===== src/design/fawm_pkg.sv =====
`timescale 1ns / 1ps
package fawm_pkg;

  // correlation index and weight widths are fixed by the item format
  localparam int unsigned CorrW   = 2;
  localparam int unsigned WeightW = 32;
  localparam int unsigned CountW  = 16;
  localparam int unsigned SumW    = 48;

  // largest vector length that is counted; extra samples are dropped
  localparam int unsigned MaxChannels = 65535;
  localparam int unsigned CountLimitInt =
    (MaxChannels > 65535) ? 65535 : ((MaxChannels < 1) ? 1 : MaxChannels);
  localparam logic [CountW-1:0] CountLimit = CountW'(CountLimitInt);

  // quotient bits produced by the divider, one per step
  localparam int unsigned DivSteps = WeightW;
  localparam int unsigned StepW    = $clog2(DivSteps);

  // one finished vector waiting for its division
  typedef struct packed {
    logic [CorrW-1:0]  corr;
    logic [SumW-1:0]   sum;
    logic [CountW-1:0] divisor;
  } mean_req_t;

endpackage


===== src/design/fawm_fifo.sv =====
`timescale 1ns / 1ps
module fawm_fifo (
  input  logic                clk_i,
  input  logic                rst_ni,
  input  logic                push_i,
  input  fawm_pkg::mean_req_t push_data_i,
  output logic                full_o,
  input  logic                pop_i,
  output fawm_pkg::mean_req_t head_o,
  output logic                empty_o
);

  fawm_pkg::mean_req_t mem_q [2];
  logic       wr_ptr_q, wr_ptr_d;
  logic       rd_ptr_q, rd_ptr_d;
  logic [1:0] count_q, count_d;
  logic       do_push, do_pop;

  assign full_o  = (count_q == 2'd2);
  assign empty_o = (count_q == 2'd0);
  assign head_o  = mem_q[rd_ptr_q];

  assign do_push = push_i && !full_o;
  assign do_pop  = pop_i && !empty_o;

  always_comb begin
    wr_ptr_d = do_push ? ~wr_ptr_q : wr_ptr_q;
    rd_ptr_d = do_pop ? ~rd_ptr_q : rd_ptr_q;
    count_d  = count_q;
    if (do_push && !do_pop) begin
      count_d = count_q + 2'd1;
    end else if (do_pop && !do_push) begin
      count_d = count_q - 2'd1;
    end
  end

  always_ff @(posedge clk_i or negedge rst_ni) begin
    if (!rst_ni) begin
      wr_ptr_q <= 1'b0;
      rd_ptr_q <= 1'b0;
      count_q  <= 2'd0;
    end else begin
      wr_ptr_q <= wr_ptr_d;
      rd_ptr_q <= rd_ptr_d;
      count_q  <= count_d;
    end
  end

  always_ff @(posedge clk_i) begin
    if (do_push) begin
      mem_q[wr_ptr_q] <= push_data_i;
    end
  end

endmodule


===== src/design/fawm_front.sv =====
`timescale 1ns / 1ps
module fawm_front #(
  parameter int NUM_CORRELATIONS = 4
) (
  input  logic                          clk_i,
  input  logic                          rst_ni,
  input  logic                          accept_i,
  input  logic [fawm_pkg::CorrW-1:0]    corr_index_i,
  input  logic [fawm_pkg::WeightW-1:0]  weight_i,
  input  logic                          flagged_i,
  input  logic                          first_channel_i,
  input  logic                          last_channel_i,
  output logic                          req_valid_o,
  output fawm_pkg::mean_req_t           req_o
);

  // only indices the port can carry are ever stored
  localparam int NumEntries = (NUM_CORRELATIONS < 4) ? NUM_CORRELATIONS : 4;
  localparam int IdxW       = (NumEntries > 1) ? $clog2(NumEntries) : 1;

  logic                        mode_q [NumEntries];
  logic [fawm_pkg::CountW-1:0] cnt_q  [NumEntries];
  logic [fawm_pkg::SumW-1:0]   sum_q  [NumEntries];

  logic                        in_range;
  logic [IdxW-1:0]             idx;
  logic                        cur_mode, new_mode;
  logic [fawm_pkg::CountW-1:0] cur_cnt, new_cnt;
  logic [fawm_pkg::SumW-1:0]   cur_sum, new_sum, acc_sum;
  logic                        can_acc;

  assign in_range = (32'(corr_index_i) < 32'(NUM_CORRELATIONS));
  assign idx      = IdxW'(corr_index_i);

  always_comb begin
    // a first-channel mark starts from a clean entry
    cur_mode = first_channel_i ? 1'b1 : mode_q[idx];
    cur_cnt  = first_channel_i ? '0 : cnt_q[idx];
    cur_sum  = first_channel_i ? '0 : sum_q[idx];
    can_acc  = (cur_cnt < fawm_pkg::CountLimit);
    acc_sum  = cur_sum + {{(fawm_pkg::SumW - fawm_pkg::WeightW){1'b0}}, weight_i};
    new_mode = cur_mode;
    new_cnt  = cur_cnt;
    new_sum  = cur_sum;
    if (cur_mode && !flagged_i) begin
      // first good sample restarts the mean with itself
      new_mode = 1'b0;
      new_cnt  = fawm_pkg::CountW'(1);
      new_sum  = {{(fawm_pkg::SumW - fawm_pkg::WeightW){1'b0}}, weight_i};
    end else if ((cur_mode == flagged_i) && can_acc) begin
      new_cnt = cur_cnt + fawm_pkg::CountW'(1);
      new_sum = acc_sum;
    end
  end

  assign req_valid_o     = accept_i && in_range && last_channel_i;
  assign req_o.corr      = corr_index_i;
  assign req_o.sum       = new_sum;
  assign req_o.divisor   = (new_cnt == '0) ? fawm_pkg::CountW'(1) : new_cnt;

  always_ff @(posedge clk_i or negedge rst_ni) begin
    if (!rst_ni) begin
      for (int i = 0; i < NumEntries; i++) begin
        mode_q[i] <= 1'b1;
        cnt_q[i]  <= '0;
        sum_q[i]  <= '0;
      end
    end else if (accept_i && in_range) begin
      if (last_channel_i) begin
        mode_q[idx] <= 1'b1;
        cnt_q[idx]  <= '0;
        sum_q[idx]  <= '0;
      end else begin
        mode_q[idx] <= new_mode;
        cnt_q[idx]  <= new_cnt;
        sum_q[idx]  <= new_sum;
      end
    end
  end

endmodule


===== src/design/fawm_back.sv =====
`timescale 1ns / 1ps
module fawm_back (
  input  logic                          clk_i,
  input  logic                          rst_ni,
  input  fawm_pkg::mean_req_t           req_i,
  input  logic                          req_empty_i,
  output logic                          req_pop_o,
  output logic                          empty_o,
  input  logic                          pop_i,
  output logic [fawm_pkg::CorrW-1:0]    out_corr_index_o,
  output logic [fawm_pkg::WeightW-1:0]  mean_weight_o
);

  typedef enum logic [1:0] {
    ST_IDLE,
    ST_RUN,
    ST_DONE
  } state_e;

  state_e                       state_q;
  logic [fawm_pkg::StepW-1:0]   step_q;
  logic [fawm_pkg::CountW-1:0]  rem_q;
  logic [fawm_pkg::WeightW-1:0] quo_q;
  logic [fawm_pkg::CountW-1:0]  div_q;
  logic [fawm_pkg::CorrW-1:0]   corr_q;
  logic                         out_valid_q;
  logic [fawm_pkg::CorrW-1:0]   out_corr_q;
  logic [fawm_pkg::WeightW-1:0] out_mean_q;

  logic [fawm_pkg::CountW:0]    trial;
  logic [fawm_pkg::CountW:0]    trial_diff;
  logic                         qbit;
  logic                         load_out;

  assign req_pop_o        = (state_q == ST_IDLE) && !req_empty_i;
  assign empty_o          = !out_valid_q;
  assign out_corr_index_o = out_corr_q;
  assign mean_weight_o    = out_mean_q;

  // finished quotient moves to the output register when that is free or popped
  assign load_out = (state_q == ST_DONE) && (!out_valid_q || pop_i);

  // restoring step: bring down one dividend bit, subtract if it fits
  assign trial      = {rem_q, quo_q[fawm_pkg::WeightW-1]};
  assign trial_diff = trial - {1'b0, div_q};
  assign qbit       = (trial >= {1'b0, div_q});

  always_ff @(posedge clk_i or negedge rst_ni) begin
    if (!rst_ni) begin
      state_q     <= ST_IDLE;
      step_q      <= '0;
      rem_q       <= '0;
      quo_q       <= '0;
      div_q       <= '0;
      corr_q      <= '0;
      out_valid_q <= 1'b0;
      out_corr_q  <= '0;
      out_mean_q  <= '0;
    end else begin
      if (load_out) begin
        out_valid_q <= 1'b1;
      end else if (pop_i && out_valid_q) begin
        out_valid_q <= 1'b0;
      end
      case (state_q)
        ST_IDLE: begin
          if (!req_empty_i) begin
            // upper sum bits are always below the count, so 32 steps do
            rem_q   <= req_i.sum[fawm_pkg::SumW-1:fawm_pkg::WeightW];
            quo_q   <= req_i.sum[fawm_pkg::WeightW-1:0];
            div_q   <= req_i.divisor;
            corr_q  <= req_i.corr;
            step_q  <= '0;
            state_q <= ST_RUN;
          end
        end
        ST_RUN: begin
          rem_q  <= qbit ? trial_diff[fawm_pkg::CountW-1:0] : trial[fawm_pkg::CountW-1:0];
          quo_q  <= {quo_q[fawm_pkg::WeightW-2:0], qbit};
          step_q <= step_q + fawm_pkg::StepW'(1);
          if (step_q == fawm_pkg::StepW'(fawm_pkg::DivSteps - 1)) begin
            state_q <= ST_DONE;
          end
        end
        ST_DONE: begin
          if (load_out) begin
            out_corr_q  <= corr_q;
            out_mean_q  <= quo_q;
            state_q     <= ST_IDLE;
          end
        end
        default: begin
          state_q <= ST_IDLE;
        end
      endcase
    end
  end

endmodule


===== src/design/flag_aware_weight_mean.sv =====
`timescale 1ns / 1ps
// Per-correlation mean of unsigned Q16.16 weight samples that honors flags.
// Samples of up to NUM_CORRELATIONS (at most four, as the index is 2 bits)
// vectors may arrive interleaved; a sample with last_channel set yields one
// item holding its correlation and sum / count truncated, anything else yields
// nothing, and an index at or above NUM_CORRELATIONS is dropped. A vector
// counts all samples until its first unflagged one, which restarts the mean;
// later flagged samples are ignored. Counts stop at 65535 samples.
// Rate: the front takes one item per cycle whenever full is low. Each
// end-of-vector item then passes through the back end in order: it is
// loaded, the one-bit-per-cycle restoring divider runs over all quotient
// bits, and the quotient is handed to the output register once that is free
// or popped. A two-entry queue sits between front and divider, so vector
// ends that come faster than the divider finishes them eventually raise full,
// which stalls every item, until the divider catches up.
module flag_aware_weight_mean #(
  parameter int NUM_CORRELATIONS = 4
) (
  input  logic                          clk_i,
  input  logic                          rst_ni,
  // input side, queue style
  input  logic                          push,
  output logic                          full,
  input  logic [fawm_pkg::CorrW-1:0]    corr_index_i,
  input  logic [fawm_pkg::WeightW-1:0]  weight_i,
  input  logic                          flagged_i,
  input  logic                          first_channel_i,
  input  logic                          last_channel_i,
  // result side, queue style
  output logic                          empty,
  input  logic                          pop,
  output logic [fawm_pkg::CorrW-1:0]    out_corr_index_o,
  output logic [fawm_pkg::WeightW-1:0]  mean_weight_o
);

  logic                accept;
  logic                req_valid;
  fawm_pkg::mean_req_t req;
  fawm_pkg::mean_req_t req_head;
  logic                req_empty;
  logic                req_pop;

  // every item stalls while the queue is full, whether or not it ends a vector
  assign accept = push && !full;

  // front: per-correlation mode, count and sum, one item per cycle while full is low
  fawm_front #(
    .NUM_CORRELATIONS (NUM_CORRELATIONS)
  ) u_front (
    .clk_i           (clk_i),
    .rst_ni          (rst_ni),
    .accept_i        (accept),
    .corr_index_i    (corr_index_i),
    .weight_i        (weight_i),
    .flagged_i       (flagged_i),
    .first_channel_i (first_channel_i),
    .last_channel_i  (last_channel_i),
    .req_valid_o     (req_valid),
    .req_o           (req)
  );

  // finished vectors waiting for the divider
  fawm_fifo u_fifo (
    .clk_i       (clk_i),
    .rst_ni      (rst_ni),
    .push_i      (req_valid),
    .push_data_i (req),
    .full_o      (full),
    .pop_i       (req_pop),
    .head_o      (req_head),
    .empty_o     (req_empty)
  );

  // back: serial divider and output register
  fawm_back u_back (
    .clk_i            (clk_i),
    .rst_ni           (rst_ni),
    .req_i            (req_head),
    .req_empty_i      (req_empty),
    .req_pop_o        (req_pop),
    .empty_o          (empty),
    .pop_i            (pop),
    .out_corr_index_o (out_corr_index_o),
    .mean_weight_o    (mean_weight_o)
  );

endmodule

===== config.mk =====
export PLATFORM = sky130hd
export DESIGN_NAME = flag_aware_weight_mean
export DESIGN_NICKNAME = d
export VERILOG_FILES = /design/src/design/fawm_pkg.sv /design/src/design/fawm_fifo.sv /design/src/design/fawm_front.sv /design/src/design/fawm_back.sv /design/src/design/flag_aware_weight_mean.sv
export SDC_FILE = /design/constraint.sdc
export NUM_CORES = 1
export LEC_CHECK = 0
export BUFFER_PORTS_ARGS = -buffer_cell sky130_fd_sc_hd__clkbuf_2
export CORE_MARGIN = 3
export CORE_UTILIZATION = 68
export CTS_BUF_LIST = sky130_fd_sc_hd__clkbuf_8 sky130_fd_sc_hd__clkbuf_16
export DETAILED_ROUTE_END_ITERATION = 6
export GPL_TIMING_DRIVEN = 0
export PLACE_DENSITY = 0.94
export SYNTH_ARGS = -nofsm -noshare
export SYNTH_HDL_FRONTEND = slang
export SYNTH_SLANG_ARGS = --single-unit

===== constraint.sdc =====
create_clock -name clk_i -period 11.25 [get_ports clk_i]
set_clock_uncertainty 0.2 [all_clocks]
set_input_delay 1.125 -clock clk_i [delete_from_list [all_inputs] [get_ports clk_i]]
set_output_delay 1.125 -clock clk_i [all_outputs]
set_load 0.02 [all_outputs]

==> run metrics, run 1 <==
outcome=finished clean; Final Routed Wirelength=79,600 um; total I/O pin count=77; number of different library cells in the post-synthesis netlist=75; post-route total power=6.74 mW; dpl ws=3.16 ns; number of violations reported at the end of detailed-routing iteration 0=2,540; number of sinks driven by the clock tree=504; commonest non-fill, non-tap cell in the layout=nand2_1; Netlist Area Pre-Place=approximately 25,000 sq um; cell leakage power=12.3 nW; element type at the critical path end=flop; Final #Nets=2,551; htree depth=2; fraction of the cycle the final worst path needs=70.5%; Async SR Flop Fraction=73.8%; standard-cell rows=70; Seq/Total Area, Yosys=52.5%; crit path kind=in2reg; post-route setup TNS=0 ns; number of buffers inserted during clock tree synthesis=50; Max-Cap Viols=0; total DRC errors in the routed layout=0; fraction of final layout cells with drive strength greater than 1=14.2%; number of setup buffers added after CTS=0; standard cell core area=36,600 sq um; Setup WS post-layout=3.32 ns; starting density of the core=between 60% and 70%; largest area contributor in the synthesized netlist=dfrtp_1; Synth Warn #=0; crit-path max FO=10; Overflow after GRT=0; synthesized area divided by synthesized cell count=~11 sq um; Syn-to-layout area delta=10.7%; most common flop cell mapped by yosys=dfrtp_1; Clock Tree Buf Depth=3; later-pin clock latency in the skew report=0.61 ns; detailed-route via count=approximately 21k; clk root buf=clkbuf_16; setup repair after global routing missed its margin=false; count of flip-flops with a built-in enable after synthesis=~130; DP Wirelength=55,500 um; number of hold buffers added after cts=0; Worst slew margin=29.7%; number of register bits inferred by synthesis=504; time the final worst path needs with I/O delays and setup=7.93 ns; overall die area=39,500 sq um; total instance count after detailed placement=between 2k and 3k; worst min path class=in2async; pin count of the biggest net entering global routing=~130; post-synth top area share=36.4%; average routed wire per standard cell=26.9 um; DR vias/cell=between 6 and 7; Post-Synthesis Cells=about 2.3k; final standard cell count with taps included and fillers excluded=2,963; Post-Synthesis Net Count=about 2.4k; Required @ worst endpoint=11.33 ns; Slew @ Worst Pin=1.05 ns; vias in the first global route=20.7k; clock-pin slew on the worst setup and hold paths=0.06 ns; most used cells in the layout excluding fill and tap cells=385 x nand2_1, 368 x dfrtp_1, 188 x o21ai_0; antenna violations before repair=3; first-pass GRT wire length=between 100,000 and 150,000 um; final hold violation count=0; arrival time worst endpoint=8.01 ns; maximum ir drop on the vdd rail=177 uV; die width=199 um; most area-consuming cells after synthesis=dfrtp_1 36%, edfxtp_1 16%, nand2_1 5.7%; max-slew violation total from the final report=0; Setup violations, final=0; number of input and output port buffers inserted=74; GR Util All Layers=between 40% and 50%; clock tree from TritonCTS=built; die height=199 um; final weighted congestion of routability-driven global placement=1.02; number of gates resized after cts=0; power density relative to cell area=241 nW/um^2; count of antenna-violating nets left after detailed routing=0; Detailed Routing Iterations Pass 1=6; f_max=126 MHz; Worst setup SP type=input port
## cell type report
| type | count | area, sq um |
|---|---|---|
| diodes | 1 | 2.50 |
| plain buffers | 145 | 608 |
| clock buffers | 60 | 1400 |
| clock inverters | 32 | 214 |
| fillers | 2215 | 8630 |
| inverters | 72 | 270 |
| multi-input cells | 1603 | 11100 |
| flip-flops and latches | 504 | 13300 |
| well taps | 468 | 586 |
| repair buffers | 78 | 482 |
## state kept, by name, indices dropped and copies added (netlist names), 4 cells and up
register,flops
u_back.rem_q,16
u_front.mode_q,4
u_back.step_q,5
u_front.cnt_q,64
u_fifo.mem_q,132
u_back.div_q,16
u_back.quo_q,32
u_back.mean_weight_o,32
u_front.sum_q,192
## synth_stat cells, types with 19 or more instances
cell	instances
dfrtp_1	368
nand2_1	385
inv_1	70
ha_1	54
a22o_1	33
xor2_1	19
nand3_1	32
o21ai_0	188
a21oi_1	79
nor2_1	149
o31ai_1	38
a211oi_1	28
buf_2	21
clkbuf_1	100
nor3_1	27
mux2_2	81
a221o_1	52
mux4_2	60
and2_1	59
edfxtp_1	132
mux2i_1	84
xnor2_1	40
## worst paths after layout
kind	from	to	slack, ns	cells past startpoint
min in group clk_i	u_front.cnt_q[20]	u_front.cnt_q[20]	0.28	2
max	corr_index_i[1]	u_fifo.mem_q[1][59]	3.32	21
max in group asynchronous	rst_ni	u_front.sum_q[163]	8.70	4
min	rst_ni	u_back.mean_weight_o[12]	0.21	1
min reg2reg	u_front.cnt_q[20]	u_front.cnt_q[20]	0.28	2
max reg2reg	u_front.sum_q[23]	u_fifo.mem_q[1][59]	5.59	14
## where the power goes
| part | internal, mW | switching, mW | total [mW] | leakage (nW) |
|---|---|---|---|---|
| sequential | 2.38 | 0.290 | 2.67 | 6.14 |
| clock | 0.930 | 0.727 | 1.66 | 0.850 |
| combinational | 0.950 | 1.47 | 2.42 | 5.35 |
## critical path, stage by stage
cell and delay (ns):
clkbuf_2 0.13, buf_4 0.22, buf_4 0.28, buf_6 0.20
buf_2 0.41, buf_2 0.46, buf_1 0.48, mux4_2 0.43
nand2_1 0.18, inv_1 0.07, ha_1 0.27, clkbuf_1 0.27
nand4_1 0.27, nor4_1 0.69, nand4_1 0.22, o221ai_1 0.54
o21ai_1 0.25, a21oi_1 0.55, nand4_1 0.19, xnor2_1 0.50
nor2_1 0.25
## layer usage
metal	GRT usage (%)	vias up	wire (um)
li1	-	8628	-
met1	51.7	10100	28800
met2	61.2	1515	35500
met3	14.3	394	10500
met4	20.8	4	4810
met5	0	-	64
## logic make-up (layout without fill, tap and decap cells)
kind of cell | after synthesis | count (layout) | synth area share, %
AND/OR/NAND/NOR | 749 | 749 | 13.1
multiplexers | 227 | 227 | 12.5
XOR/XNOR | 59 | 59 | 2.04
other | 0 | 1 | 0
adder cells (fa/ha/maj) | 56 | 56 | 2.83
buffers and inverters | 217 | 387 | 3.47
flip-flops | 504 | 504 | 52.5
AO/OA/AOI/OAI | 512 | 512 | 13.6
## stage by stage
step	cell area, sq um	utilization (%)	hold WS [ns]
after floorplan	25300	-	0.238
after global placement	26200	71.7	0.253
after detailed placement	26400	72.0	0.258
after CTS	28000	76.4	0.207
after global routing	28000	76.4	0.219
final	28000	76.4	0.213
No activity file was read; power rests on OpenSTA's default activity.
==> inputs of run 2 (changes only) <==
--- a/config.mk
+++ b/config.mk
@@ -5,13 +5,14 @@
 export SDC_FILE = /design/constraint.sdc
 export NUM_CORES = 1
 export LEC_CHECK = 0
+export ABC_AREA = 1
 export BUFFER_PORTS_ARGS = -buffer_cell sky130_fd_sc_hd__clkbuf_2
 export CORE_MARGIN = 3
-export CORE_UTILIZATION = 68
+export CORE_UTILIZATION = 63
 export CTS_BUF_LIST = sky130_fd_sc_hd__clkbuf_8 sky130_fd_sc_hd__clkbuf_16
 export DETAILED_ROUTE_END_ITERATION = 6
 export GPL_TIMING_DRIVEN = 0
-export PLACE_DENSITY = 0.94
+export PLACE_DENSITY = 0.88
 export SYNTH_ARGS = -nofsm -noshare
 export SYNTH_HDL_FRONTEND = slang
 export SYNTH_SLANG_ARGS = --single-unit
==> constraint.sdc (replaced) <==
create_clock -name clk_i -period 8.05 [get_ports clk_i]
set_clock_uncertainty 0.2 [all_clocks]
set_input_delay 0.805 -clock clk_i [delete_from_list [all_inputs] [get_ports clk_i]]
set_output_delay 0.805 -clock clk_i [all_outputs]
set_load 0.02 [all_outputs]
==> run 2 against run 1 <==
Effect of this change: synthesized cell count is 34% higher; total power is 64% higher; combinational power is 86% higher; global-route usage is 3.3 points lower; cell count is 29% higher; flip-flop and latch count stayed put.
==> run metrics, run 2 <==
post-route total power=11.1 mW (+64%); later-pin clock latency in the skew report=0.61 ns (about the same); vias in the first global route=23.0k (+11%); number of different library cells in the post-synthesis netlist=61 (-19%); most common flop cell mapped by yosys=dfrtp_1; max-slew violation total from the final report=0 (unchanged); register with the most flip-flops=u_front.sum_q; outcome=finished clean; count of cells along the worst register-to-register path=22 (+8); die width=212 um (+6.7%); clock-pin slew on the worst setup and hold paths=0.06 ns (about the same); fraction of the cycle the final worst path needs=64.1%; count of antenna-violating nets left after detailed routing=0 (unchanged); starting density of the core=64.7% (-4.4 points); standard-cell rows=74 (+5.7%); detailed-route via count=23.8k (+15%); Clock Tree Buf Depth=3 (unchanged); Slew @ Worst Pin=1.19 ns (+0.131 ns); pin count of the biggest net entering global routing=121 (-3.2%); total instance count after detailed placement=3,733 (+30%); Final #Nets=3,351 (+31%); standard cell core area=41,400 sq um (+13%); Required @ worst endpoint=8.38 ns (-2.95 ns); die height=212 um (+6.7%); crit-path max FO=10 (unchanged); number of register bits inferred by synthesis=504 (unchanged); Worst setup SP type=input port; Max-Cap Viols=0 (unchanged); number of gates resized after cts=0 (unchanged); delay of the slowest cell on the worst path=0.41 ns (-0.28 ns); maximum ir drop on the vdd rail=230 uV (+30%); f_max=194 MHz; most frequently used cell type in the post-synthesis netlist=nand2_1; crit path kind=in2reg; clk root buf=clkbuf_16; Synth Warn #=0 (unchanged); first-pass GRT wire length=128,000 um (+7.0%); DR vias/cell=6.21 (-11%); startpoint of the lowest-slack hold path=corr_index_i[0]; final standard cell count with taps included and fillers excluded=3,826 (+29%); Syn-to-layout area delta=10.8%; Detailed Routing Iterations Pass 1=6 (unchanged); GR Util All Layers=37.0% (-3.3 points); reg2reg setup slack=3.90 ns (-1.69 ns); cell leakage power=14.0 nW (+14%); htree depth=2 (unchanged); Layout fillers=2,868 (+29%); worst hold path depth=1; count of flip-flops with a built-in enable after synthesis=132 (unchanged); Overflow after GRT=0 (unchanged); synthesized area divided by synthesized cell count=8.58 sq um (-21%); overall die area=45,000 sq um (+14%); final weighted congestion of routability-driven global placement=0.968 (-5.2%); Worst slew margin=20.7% (-9.0 points); number of buffers inserted during clock tree synthesis=50 (unchanged); worst flop-to-flop path startpoint=u_front.sum_q[48]; fraction of final layout cells with drive strength greater than 1=10.4% (-3.8 points); average routed wire per standard cell=21.7 um (-19%); worst min path class=in2reg; Hold Path Sink=u_fifo.mem_q[1][64]; time the final worst path needs with I/O delays and setup=about 5.2 ns; most area-consuming cells after synthesis=dfrtp_1 34%, edfxtp_1 15%, nand2_1 11%; commonest non-fill, non-tap cell in the layout=nand2_1; final hold violation count=0 (unchanged); Seq/Total Area, Yosys=49.6% (-2.9 points); registers with the highest flip-flop counts=u_front.sum_q: 192 flops, u_fifo.mem_q: 132 flops, u_front.cnt_q: 64 flops; antenna diode count=0 (-1); Reg area=13,300 sq um (unchanged); cell with the largest stage delay on the worst path=fa_1; arrival time worst endpoint=5.49 ns (-2.52 ns); Post-Synthesis Net Count=3,218 (+33%); max reg flops=192 (unchanged); Setup violations, final=0 (unchanged); destination of the worst register-to-register timing path=u_front.sum_q[178]; Multi-input gate area=11,600 sq um (+4.0%); setup repair after global routing missed its margin=false; clock tree from TritonCTS=built; number of input and output port buffers inserted=75 (+1.4%); total DRC errors in the routed layout=0 (unchanged); element type at the critical path end=flop; power density relative to cell area=374 nW/um^2 (+55%); largest area contributor in the synthesized netlist=dfrtp_1; most frequent cells after synthesis=799 x nand2_1, 368 x dfrtp_1, 326 x nor2_1; Async SR Flop Fraction=73.8% (unchanged); post-synth top area share=34.4% (-2.0 points); Netlist Area Pre-Place=26,800 sq um (+5.8%); antenna violations before repair=2 (-1); Post-Synthesis Cells=3,121 (+34%); most used cells in the layout excluding fill and tap cells=799 x nand2_1, 368 x dfrtp_1, 324 x nor2_1; number of sinks driven by the clock tree=504 (unchanged); number of violations reported at the end of detailed-routing iteration 0=3,135 (+23%); total I/O pin count=77 (unchanged); DP Wirelength=60,400 um (+8.7%); Final Routed Wirelength=83,000 um (+4.3%); cell type with the highest occurrence count on the critical path=nand2_1
run 2: power breakdown:
group	leakage [nW]	total, mW	internal, mW	switching (mW)
clock network	0.880	2.39	1.39	0.998
registers	5.76	4.22	3.68	0.534
logic	7.37	4.49	1.53	2.95
total	14.0	11.1	6.60	4.48
run 2: kinds of logic after synthesis:
kind of cell / after synthesis / share of synthesized area [%]
multiplexers: 120 / 4.55
AND/OR/NAND/NOR: 1375 / 21.7
flip-flops: 504 / 49.6
AO/OA/AOI/OAI: 576 / 12.9
XOR/XNOR: 44 / 1.44
adder cells (fa/ha/maj): 56 / 2.67
buffers and inverters: 446 / 7.12
run 2: worst max path at each step:
stage | startpoint | end | slack (ns) | cells past startpoint
floorplan | last_channel_i | u_fifo.mem_q[0][0] | 3.26 | 5
global placement | rst_ni | u_back.rem_q[14] | -1.78 | 1
detailed placement | corr_index_i[0] | u_front.sum_q[42] | 2.52 | 28
CTS | corr_index_i[0] | u_front.sum_q[42] | 3.10 | 28
global route | corr_index_i[0] | u_front.sum_q[178] | 2.76 | 29
finish | corr_index_i[0] | u_front.sum_q[42] | 2.89 | 28
run 2: layout make-up:
cell class | instances | share of cell area [%]
tap | 532 | 2.25
buffer | 156 | 2.73
timing repair buffer | 81 | 1.74
inverter | 290 | 3.70
clock buffer | 59 | 4.68
multi-input combinational | 2171 | 39.1
clock inverter | 33 | 1.02
sequential | 504 | 44.8
run 2: stage by stage:
| stage | utilization [%] | setup TNS (ns) | area (sq um) | hold slack [ns] | setup slack [ns] |
|---|---|---|---|---|---|
| 2_1_floorplan | - | 0 | 26800 | 0.244 | 3.26 |
| 3_3_place_gp | 67.2 | -641.41 | 27800 | 0.255 | -1.78 |
| 3_5_place_dp | 67.5 | 0 | 28000 | 0.259 | 2.52 |
| 4_1_cts | 71.6 | 0 | 29600 | 0.231 | 3.10 |
| 5_1_grt | 71.6 | 0 | 29600 | 0.250 | 2.76 |
| 6_report | 71.6 | 0 | 29600 | 0.250 | 2.89 |
run 2: critical path: cells and delay by family:
family	cells	cell delay, ns
compound gates	3	0.58
buf+inv	9	1.42
simple gates	14	1.99
fa+ha+maj	2	0.65
run 2: metal layers:
metal / track usage (%) / vias up / wire length, um
met1: 50.3 / 11400 / 33000
met2: 58.2 / 1467 / 37300
met3: 8.16 / 262 / 9190
met5: 0 / - / 23
li1: - / 10600 / -
met4: 15.2 / 4 / 3580
run 2: timing repair:
action,CTS,global route
setup endpoints to repair,0,0
hold buffers,1,0
hold endpoints to repair,38,0
buffers inserted,0,0
